--- src/design/ccc_pkg.sv ---
// Shared types, constants and calendar helper functions for the calendar clock counter.
`default_nettype none

package ccc_pkg;

  // Kind of an input item, carried on tuser.
  typedef enum logic [1:0] {
    ACT_TICK  = 2'd0,
    ACT_SHIFT = 2'd1,
    ACT_LOAD  = 2'd2
  } action_e;

  // Configuration register indexes.
  localparam logic CFG_STEP_SECONDS   = 1'b0;
  localparam logic CFG_TICKS_PER_STEP = 1'b1;

  localparam int unsigned CfgDataW = 16;
  localparam int unsigned InDataW  = 48;
  localparam int unsigned OutDataW = 72;

  localparam logic [6:0] SecondsPerMinute = 7'd60;
  localparam logic [6:0] MinutesPerHour   = 7'd60;
  localparam logic [5:0] HoursPerDay      = 6'd24;
  localparam logic [4:0] MonthsPerYear    = 5'd12;
  localparam logic [3:0] DaysPerWeek      = 4'd7;

  // Fields of one input item apart from the action.
  typedef struct packed {
    logic signed [5:0] shift_hours;
    logic [7:0]        set_year;
    logic [3:0]        set_month;
    logic [4:0]        set_day;
    logic [4:0]        set_hour;
    logic [5:0]        set_minute;
    logic [5:0]        set_second;
    logic [2:0]        set_weekday;
  } load_t;

  typedef struct packed {
    action_e action;
    load_t   load;
  } item_t;

  // Complete clock state.
  typedef struct packed {
    logic [15:0] prescale;
    logic [31:0] uptime;
    logic [5:0]  second;
    logic [5:0]  minute;
    logic [4:0]  hour;
    logic [4:0]  day;
    logic [3:0]  month;
    logic [7:0]  year;
    logic [2:0]  weekday;
  } clk_state_t;

  // Length of the current month; February follows the four-year leap rule.
  function automatic logic [5:0] days_in_month(input logic [3:0] month,
                                               input logic [7:0] year);
    logic [5:0] len;
    unique case (month)
      4'd3, 4'd5, 4'd8, 4'd10: len = 6'd30;
      4'd1:                    len = (year[1:0] != 2'b00) ? 6'd28 : 6'd29;
      default:                 len = 6'd31;
    endcase
    return len;
  endfunction

  // Reduces a value below 120 to its remainder modulo 24.
  function automatic logic [4:0] wrap_hour(input logic [6:0] v);
    logic [6:0] r;
    priority if (v >= 7'd96) r = v - 7'd96;
    else if (v >= 7'd72)     r = v - 7'd72;
    else if (v >= 7'd48)     r = v - 7'd48;
    else if (v >= 7'd24)     r = v - 7'd24;
    else                     r = v;
    return r[4:0];
  endfunction

endpackage

`default_nettype wire

--- src/design/ccc_step.sv ---
// Next-state logic of the clock: prescaler, time and date cascade, hour shift and load.
`default_nettype none

module ccc_step (
  input  wire ccc_pkg::clk_state_t state_i,
  input  wire ccc_pkg::item_t      item_i,
  input  wire logic [5:0]          step_seconds_i,
  input  wire logic [15:0]         ticks_per_step_i,
  output ccc_pkg::clk_state_t      state_o,
  output logic                     minute_event_o
);

  logic [15:0] pre_inc;
  logic        do_step;
  logic [6:0]  sec_sum;
  logic [6:0]  min_inc;
  logic [5:0]  hour_inc;
  logic [5:0]  day_inc;
  logic [4:0]  month_inc;
  logic [3:0]  wday_inc;
  logic [8:0]  hour_sum;

  assign pre_inc   = state_i.prescale + 16'd1;
  assign do_step   = (pre_inc >= ticks_per_step_i);
  assign sec_sum   = {1'b0, state_i.second} + {1'b0, step_seconds_i};
  assign min_inc   = {1'b0, state_i.minute} + 7'd1;
  assign hour_inc  = {1'b0, state_i.hour} + 6'd1;
  assign day_inc   = {1'b0, state_i.day} + 6'd1;
  assign month_inc = {1'b0, state_i.month} + 5'd1;
  assign wday_inc  = {1'b0, state_i.weekday} + 4'd1;
  // Offset by 48 so that the signed sum is never negative before the wrap.
  assign hour_sum  = {4'b0, state_i.hour} + {{3{item_i.load.shift_hours[5]}},
                     item_i.load.shift_hours} + 9'd48;

  always_comb begin
    state_o        = state_i;
    minute_event_o = 1'b0;
    unique case (item_i.action)
      ccc_pkg::ACT_TICK: begin
        state_o.prescale = pre_inc;
        if (do_step) begin
          state_o.prescale = 16'd0;
          state_o.uptime   = state_i.uptime + {26'd0, step_seconds_i};
          if (state_i.year != 8'd0) begin
            if (sec_sum < ccc_pkg::SecondsPerMinute) begin
              state_o.second = sec_sum[5:0];
            end else begin
              state_o.second = 6'd0;
              minute_event_o = 1'b1;
              state_o.minute = min_inc[5:0];
              if (min_inc >= ccc_pkg::MinutesPerHour) begin
                state_o.minute = 6'd0;
                state_o.hour   = hour_inc[4:0];
                if (hour_inc >= ccc_pkg::HoursPerDay) begin
                  state_o.hour    = 5'd0;
                  state_o.day     = day_inc[4:0];
                  state_o.weekday = wday_inc[2:0];
                  if (wday_inc >= ccc_pkg::DaysPerWeek) begin
                    state_o.weekday = 3'd0;
                  end
                  if (day_inc >= ccc_pkg::days_in_month(state_i.month, state_i.year)) begin
                    state_o.day   = 5'd0;
                    state_o.month = month_inc[3:0];
                    if (month_inc >= ccc_pkg::MonthsPerYear) begin
                      state_o.month = 4'd0;
                      state_o.year  = state_i.year + 8'd1;
                    end
                  end
                end
              end
            end
          end
        end
      end
      ccc_pkg::ACT_SHIFT: begin
        state_o.hour = ccc_pkg::wrap_hour(hour_sum[6:0]);
      end
      ccc_pkg::ACT_LOAD: begin
        state_o.year    = item_i.load.set_year;
        state_o.month   = item_i.load.set_month;
        state_o.day     = item_i.load.set_day;
        state_o.hour    = item_i.load.set_hour;
        state_o.minute  = item_i.load.set_minute;
        state_o.second  = item_i.load.set_second;
        state_o.weekday = item_i.load.set_weekday;
      end
      default: begin
        state_o = state_i;
      end
    endcase
  end

endmodule

`default_nettype wire

--- src/design/calendar_clock_counter.sv ---
// Top level of the calendar clock counter: input stage, clock state and result register.
//
// The block keeps a real-time clock and calendar. Each item on the slave stream is a
// tick (tuser 0), a signed hour shift (tuser 1) or a date load (tuser 2); tuser 3 is
// ignored. Every item produces exactly one result item on the master stream holding
// the full calendar, the minute event flag and the uptime as they stand after it.
// A tick advances the prescaler; when it reaches ticks_per_step one clock step adds
// step_seconds to the uptime and, while the year is nonzero, to the seconds, which
// clear on reaching 60 and carry through minute, hour, day, month and year. An hour
// shift wraps modulo 24. An accepted item is held in the input register, then the
// next-state logic updates the state and the result register together. Throughput is
// one item per cycle while the receiver keeps up; the state feedback through one
// cascade of small adders and compares is the only loop. When the receiver stalls the
// result register holds, the input register fills, and then tready drops; nothing is
// lost. Reset clears the state (year zero, so the calendar is stopped until a load)
// and sets both configuration registers to one. Configuration is written through a
// plain write port: index 0 is step_seconds, index 1 is ticks_per_step.
`default_nettype none

module calendar_clock_counter (
  input  wire logic                         clk_i,
  input  wire logic                         rst_ni,
  // Configuration write port.
  input  wire logic                         cfg_we_i,
  input  wire logic                         cfg_addr_i,
  input  wire logic [ccc_pkg::CfgDataW-1:0] cfg_wdata_i,
  // Input items.
  input  wire logic                         s_axis_tvalid_i,
  output logic                              s_axis_tready_o,
  // tdata from bit 0: shift_hours, set_year, set_month, set_day, set_hour,
  // set_minute, set_second, set_weekday, zero padding.
  input  wire logic [ccc_pkg::InDataW-1:0]  s_axis_tdata_i,
  // tuser: action.
  input  wire logic [1:0]                   s_axis_tuser_i,
  // Result items.
  output logic                              m_axis_tvalid_o,
  input  wire logic                         m_axis_tready_i,
  // tdata from bit 0: year, month, day, hour, minute, second, weekday,
  // minute_event, uptime_seconds, zero padding.
  output logic [ccc_pkg::OutDataW-1:0]      m_axis_tdata_o
);

  logic [5:0]  step_seconds_q;
  logic [15:0] ticks_per_step_q;

  logic             s1_valid_q;
  ccc_pkg::item_t   s1_item_q;
  logic             s1_adv;
  ccc_pkg::load_t   in_load;

  ccc_pkg::clk_state_t state_q;
  ccc_pkg::clk_state_t state_d;
  logic                event_d;

  logic                         out_valid_q;
  logic [ccc_pkg::OutDataW-1:0] out_data_q;
  logic [ccc_pkg::OutDataW-1:0] out_data_d;

  // Configuration registers.
  always_ff @(posedge clk_i or negedge rst_ni) begin
    if (!rst_ni) begin
      step_seconds_q   <= 6'd1;
      ticks_per_step_q <= 16'd1;
    end else if (cfg_we_i) begin
      unique case (cfg_addr_i)
        ccc_pkg::CFG_STEP_SECONDS:   step_seconds_q   <= cfg_wdata_i[5:0];
        ccc_pkg::CFG_TICKS_PER_STEP: ticks_per_step_q <= cfg_wdata_i[15:0];
        default:                     step_seconds_q   <= step_seconds_q;
      endcase
    end
  end

  // The input register moves on whenever the result register is free or being drained.
  assign s1_adv          = s1_valid_q && (!out_valid_q || m_axis_tready_i);
  assign s_axis_tready_o = !s1_valid_q || s1_adv;

  assign in_load.shift_hours = s_axis_tdata_i[5:0];
  assign in_load.set_year    = s_axis_tdata_i[13:6];
  assign in_load.set_month   = s_axis_tdata_i[17:14];
  assign in_load.set_day     = s_axis_tdata_i[22:18];
  assign in_load.set_hour    = s_axis_tdata_i[27:23];
  assign in_load.set_minute  = s_axis_tdata_i[33:28];
  assign in_load.set_second  = s_axis_tdata_i[39:34];
  assign in_load.set_weekday = s_axis_tdata_i[42:40];

  always_ff @(posedge clk_i or negedge rst_ni) begin
    if (!rst_ni) begin
      s1_valid_q <= 1'b0;
    end else if (s_axis_tready_o) begin
      s1_valid_q <= s_axis_tvalid_i;
    end
  end

  always_ff @(posedge clk_i) begin
    if (s_axis_tvalid_i && s_axis_tready_o) begin
      s1_item_q.action <= ccc_pkg::action_e'(s_axis_tuser_i);
      s1_item_q.load   <= in_load;
    end
  end

  ccc_step u_step (
    .state_i          (state_q),
    .item_i           (s1_item_q),
    .step_seconds_i   (step_seconds_q),
    .ticks_per_step_i (ticks_per_step_q),
    .state_o          (state_d),
    .minute_event_o   (event_d)
  );

  // The clock state only changes when an item leaves the input register.
  always_ff @(posedge clk_i or negedge rst_ni) begin
    if (!rst_ni) begin
      state_q <= '0;
    end else if (s1_adv) begin
      state_q <= state_d;
    end
  end

  assign out_data_d = {2'b00, state_d.uptime, event_d, state_d.weekday, state_d.second,
                       state_d.minute, state_d.hour, state_d.day, state_d.month,
                       state_d.year};

  always_ff @(posedge clk_i or negedge rst_ni) begin
    if (!rst_ni) begin
      out_valid_q <= 1'b0;
    end else if (s1_adv) begin
      out_valid_q <= 1'b1;
    end else if (m_axis_tready_i) begin
      out_valid_q <= 1'b0;
    end
  end

  always_ff @(posedge clk_i) begin
    if (s1_adv) begin
      out_data_q <= out_data_d;
    end
  end

  assign m_axis_tvalid_o = out_valid_q;
  assign m_axis_tdata_o  = out_data_q;

  // A minute event always leaves the seconds at zero.
  assert property (@(posedge clk_i) disable iff (!rst_ni)
    (m_axis_tvalid_o && m_axis_tdata_o[37]) |-> (m_axis_tdata_o[33:28] == 6'd0))
    else $error("minute event with nonzero seconds");

  // A held item in the input register is never dropped while the output stalls.
  assert property (@(posedge clk_i) disable iff (!rst_ni)
    (s1_valid_q && !s1_adv) |=> s1_valid_q)
    else $error("stalled item lost from input register");

  // Clock state does not move without an item leaving the input register.
  assert property (@(posedge clk_i) disable iff (!rst_ni)
    !$past(s1_adv) |-> $stable(state_q))
    else $error("clock state changed without an item");

endmodule

`default_nettype wire
--- config.mk ---
export PLATFORM = sky130hd
export DESIGN_NAME = calendar_clock_counter
export DESIGN_NICKNAME = d
export VERILOG_FILES = /design/src/design/ccc_pkg.sv /design/src/design/ccc_step.sv /design/src/design/calendar_clock_counter.sv
export SDC_FILE = /design/constraint.sdc
export NUM_CORES = 1
export LEC_CHECK = 0
export ABC_AREA = 1
export BUFFER_PORTS_ARGS = -buffer_cell sky130_fd_sc_hd__buf_2
export CAP_MARGIN = 5
export CELL_PAD_IN_SITES_DETAIL_PLACEMENT = 0
export CELL_PAD_IN_SITES_GLOBAL_PLACEMENT = 1
export CORE_MARGIN = 2
export CORE_UTILIZATION = 49
export CTS_BUF_LIST = sky130_fd_sc_hd__clkbuf_8
export CTS_CLUSTER_DIAMETER = 80
export CTS_CLUSTER_SIZE = 40
export DETAILED_ROUTE_END_ITERATION = 8
export PLACE_DENSITY = 0.89
export SYNTH_ARGS = -nofsm -noshare
export SYNTH_HDL_FRONTEND = slang
export SYNTH_SLANG_ARGS = --single-unit
--- constraint.sdc ---
create_clock -name clk_i -period 8.52 [get_ports clk_i]
set_input_delay 0.426 -clock clk_i [delete_from_list [all_inputs] [get_ports clk_i]]
set_output_delay 0.426 -clock clk_i [all_outputs]
set_load 0.005 [all_outputs]
==> flow_metrics.py <==
metrics = {
    "sta": {
        "slew_violations": 0,
        "fin_crit_ns": 4.475,
        "max_freq_ghz": 0.2235,
        "fin_crit_sh": 0.5253,
        "fin_setup_tns_ns": 0,
        "holdWs_ns": 0.04676,
        "rsz0062_at_grt": "false",
        "clock_skew_ns": 0.03550,
        "setup_viol": 0,
        "hold_violations": 0,
        "worst_pin_slew_ns": 1.174,
        "slew_headroom": 0.2142,
    },
    "floorplan": {
        "die-area_mm2": 0.02623,
        "num_io_pins": 146,
        "die_y_um": 162.0,
        "num_rows": 57,
        "die_w_um": 162.0,
        "start_util": 0.5012,
        "core_area_mm2": 0.02439,
    },
    "synth": {
        "synthAdderAreaFrac": 0.06120,
        "async_flop_share": 0.4866,
        "synth_seq_cells": 224,
        "yosys_most_used_dff": "edfxtp_1",
        "synth_top_area_frac": 0.2825,
        "yosysSeqAreaShare": 0.5058,
        "yosysWarningCount": 0,
        "synth-compound-area-share": 0.08280,
        "synth_top_family_by_area": "simple AND/OR/NAND/NOR gates",
        "yosys-top-cells-area": "edfxtp_1 (28%), dfrtp_1 (22%), nand2_1 (14%), ha_1 (5.6%), inv_1 (5.5%)",
        "synth_edf_count": 115,
        "synth_xor_area_frac": 0.03009,
        "ys_types": 52,
        "yosysTopAreaCell": "edfxtp_1",
        "muxShareOfSynthArea": 0.0008187,
        "syn_area_per_cell_um2": 8.461,
        "synthSimpleGateAreaFrac": 0.2480,
        "netlist_area_mm2": 0.01223,
        "postSynthCellCount": 1445,
    },
    "clock_tree": {
        "tritoncts": "built",
        "numCtsBuffers": 14,
        "cts-root-buf": "clkbuf_8",
        "cts_sinks": 224,
        "clockBufferDepth": 3,
        "clk_pin_slew_ns": 0.15,
        "cts_max_level": 1,
        "clk_latency_ns": 0.54,
    },
    "detailed_routing": {
        "wl_per_cell_um": 14.10,
        "antenna_left": 0,
        "drc_errors": 0,
        "vias_per_cell": 5.045,
        "drt_first_pass_iters": 5,
        "dr.first_iter.drc_count": 647,
        "vias": 9601,
        "routed_wl_um": 26840,
    },
    "global_routing": {
        "antenna_found_initial": 3,
        "grt_overflow_total": 0,
        "grt_max_degree": 100,
        "grt_pass1_wl_um": 44370,
        "grtUsageTotal": 0.2070,
        "grt_pass1_vias": 8999,
    },
    "layout": {
        "drive_above_1_share": 0.1338,
        "area_growth_pct": 10.82,
        "final_area_mm2": 0.01355,
        "nNetsFinal": 1699,
    },
    "power_and_ir_drop": {
        "max-vdd-ir-drop_uv": 184.5,
        "p_leak_uw": 0.006524,
        "power_density_mw_per_mm2": 253.3,
    },
    "setup_path": {
        "slowest_delay_ns": 0.44,
        "crit_arrival_ns": 4.77,
        "worstSetupPathType": "reg2reg",
        "critPathTopFamily": "simple AND/OR/NAND/NOR gates",
        "crit_top_cell": "nand2_1",
        "worstSetupStartpointType": "register",
        "path_buf_inv": 4,
        "cp_max_fo": 20,
        "worstPathRequired_ns": 8.81,
        "rrSetupSlack_ns": 4.04,
        "end_kind": "register",
        "crit_slowest_cell": "dfrtp_1",
        "path_cells": "ha_1 -> nand2_1 -> nor2_1 -> nand3_1 -> nor2_1 -> nand4_1 -> nor2_1 -> xor2_1 -> inv_1 -> ha_1 -> nand2_1 -> inv_1 -> nand3_1 -> inv_1 -> a21oi_1 -> nand3_2 -> nand2_2 -> clkinv_2 -> nand2_2 -> nor2_2 -> nand2_1 -> nor2_1 -> nand2_1 -> nand2_1",
    },
    "place": {
        "place_area_mm2": 0.01322,
        "io_buffers": 138,
        "dp_hpwl_um": 18810,
        "gp_congestion": 0.8855,
    },
    "job": {
        "drv_cap": 0,
    },
    "status": {
        "status": "complete, no violations",
    },
    "worst_hold_path": {
        "hold_class": "in2reg",
    },
}
[synthesized netlist by cell type (9+ instances only)]
library cell	count
edfxtp_1	115
o21ai_0	86
inv_1	178
xor2_1	36
nand2_1	470
nor2_1	89
dfrtp_1	107
a21oi_1	40
nand4_1	15
ha_1	55
nor3_1	15
o22ai_1	9
o211ai_1	9
clkbuf_1	24
nand3_1	87
[what timing repair did]
action,4_1_cts,5_1_grt
hold endpoints to repair,43,0
hold buffers,1,0
gates resized for setup,0,0
setup buffers,0,0
[state kept, by name, indices dropped and copies added (netlist names)]
signal and flops:
state_q 85, s1_item_q 45, m_axis_tvalid_o 1, step_seconds_q 6, s1_valid_q 1, ticks_per_step_q 16
m_axis_tdata_o 70
[logic make-up after synthesis]
family	count (synthesis)
compound gates	178
fa+ha+maj	58
mux	1
xor+xnor	42
simple gates	718
flops	224
buf+inv	223
other cells	1
[cell type report]
cell class,count,area (um2)
Multi-Input combinational cell,999,5190
Clock inverter,9,105.1
Fill cell,2269,10840
Clock buffer,15,206.4
Timing Repair Buffer,146,755.7
Inverter,184,696.9
Sequential cell,224,6183
Tap cell,324,405.4
Antenna cell,2,5.005
[where the power goes]
part / total, uW / switching, uW / internal, uW / leakage (uW)
clock: 588 / 354 / 234 / 0.000165
combinational: 1220 / 758 / 462 / 0.00383
sequential: 1620 / 204 / 1420 / 0.00252
[cell usage in the layout, fill, tap and decap left out, drive strengths merged, types with 36 or more instances in the layout]
master / n
inv: 186
xor2: 36
nor2: 97
nand3: 94
o21ai: 94
dfrtp: 107
nand2: 477
buf: 145
a21oi: 41
ha: 55
edfxtp: 115
[metal layers]
layer,global-route usage,routed length (um),vias to the layer above,share of wire
li1,-,-,4945,-
met1,0.2875,12440,4423,0.46
met2,0.3509,12670,199,0.47
met3,0.02860,1269,32,0.047
met4,0.04103,450,2,0.017
met5,0,13,-,0.00048
[metrics by stage]
stage,utilization,power [uW],std cells,setup slack [ns]
finish,0.5555,3431,1903,4.045
global route,0.5552,3738,1901,3.574
CTS,0.5552,3472,1901,3.997
detailed placement,0.5421,2872,1876,4.037
global placement,0.5421,2839,1876,4.063
floorplan,-,2511,1446,5.142
[path summary, 6_finish.rpt]
kind / start / endpoint / depth (start not counted)
max in group asynchronous: rst_ni / state_q[8]$_DFFE_PN0P_ / 3
min: s_axis_tdata_i[33] / s1_item_q[14]$_DFFE_PP_ / 1
min in group asynchronous: rst_ni / state_q[84]$_DFFE_PN0P_ / 2
max: state_q[69]$_DFFE_PN0P_ / m_axis_tdata_o[62]$_DFFE_PP_ / 24
max reg2reg: state_q[69]$_DFFE_PN0P_ / m_axis_tdata_o[62]$_DFFE_PP_ / 24
min reg2reg: state_q[14]$_DFFE_PN0P_ / state_q[14]$_DFFE_PN0P_ / 2
[worst reg2reg max path: stages, from the launching register on]
cell      delay, ns
dfrtp_1        0.44
ha_1           0.21
nand2_1        0.07
nor2_1         0.18
nand3_1        0.15
nor2_1         0.25
nand4_1        0.19
nor2_1         0.16
xor2_1         0.20
inv_1          0.06
ha_1           0.26
nand2_1        0.06
inv_1          0.05
nand3_1        0.10
inv_1          0.05
a21oi_1        0.20
nand3_2        0.45
nand2_2        0.42
clkinv_2       0.20
nand2_2        0.15
nor2_2         0.06
nand2_1        0.17
nor2_1         0.06
nand2_1        0.05
nand2_1        0.06
Power figures use the tool's default switching activity.
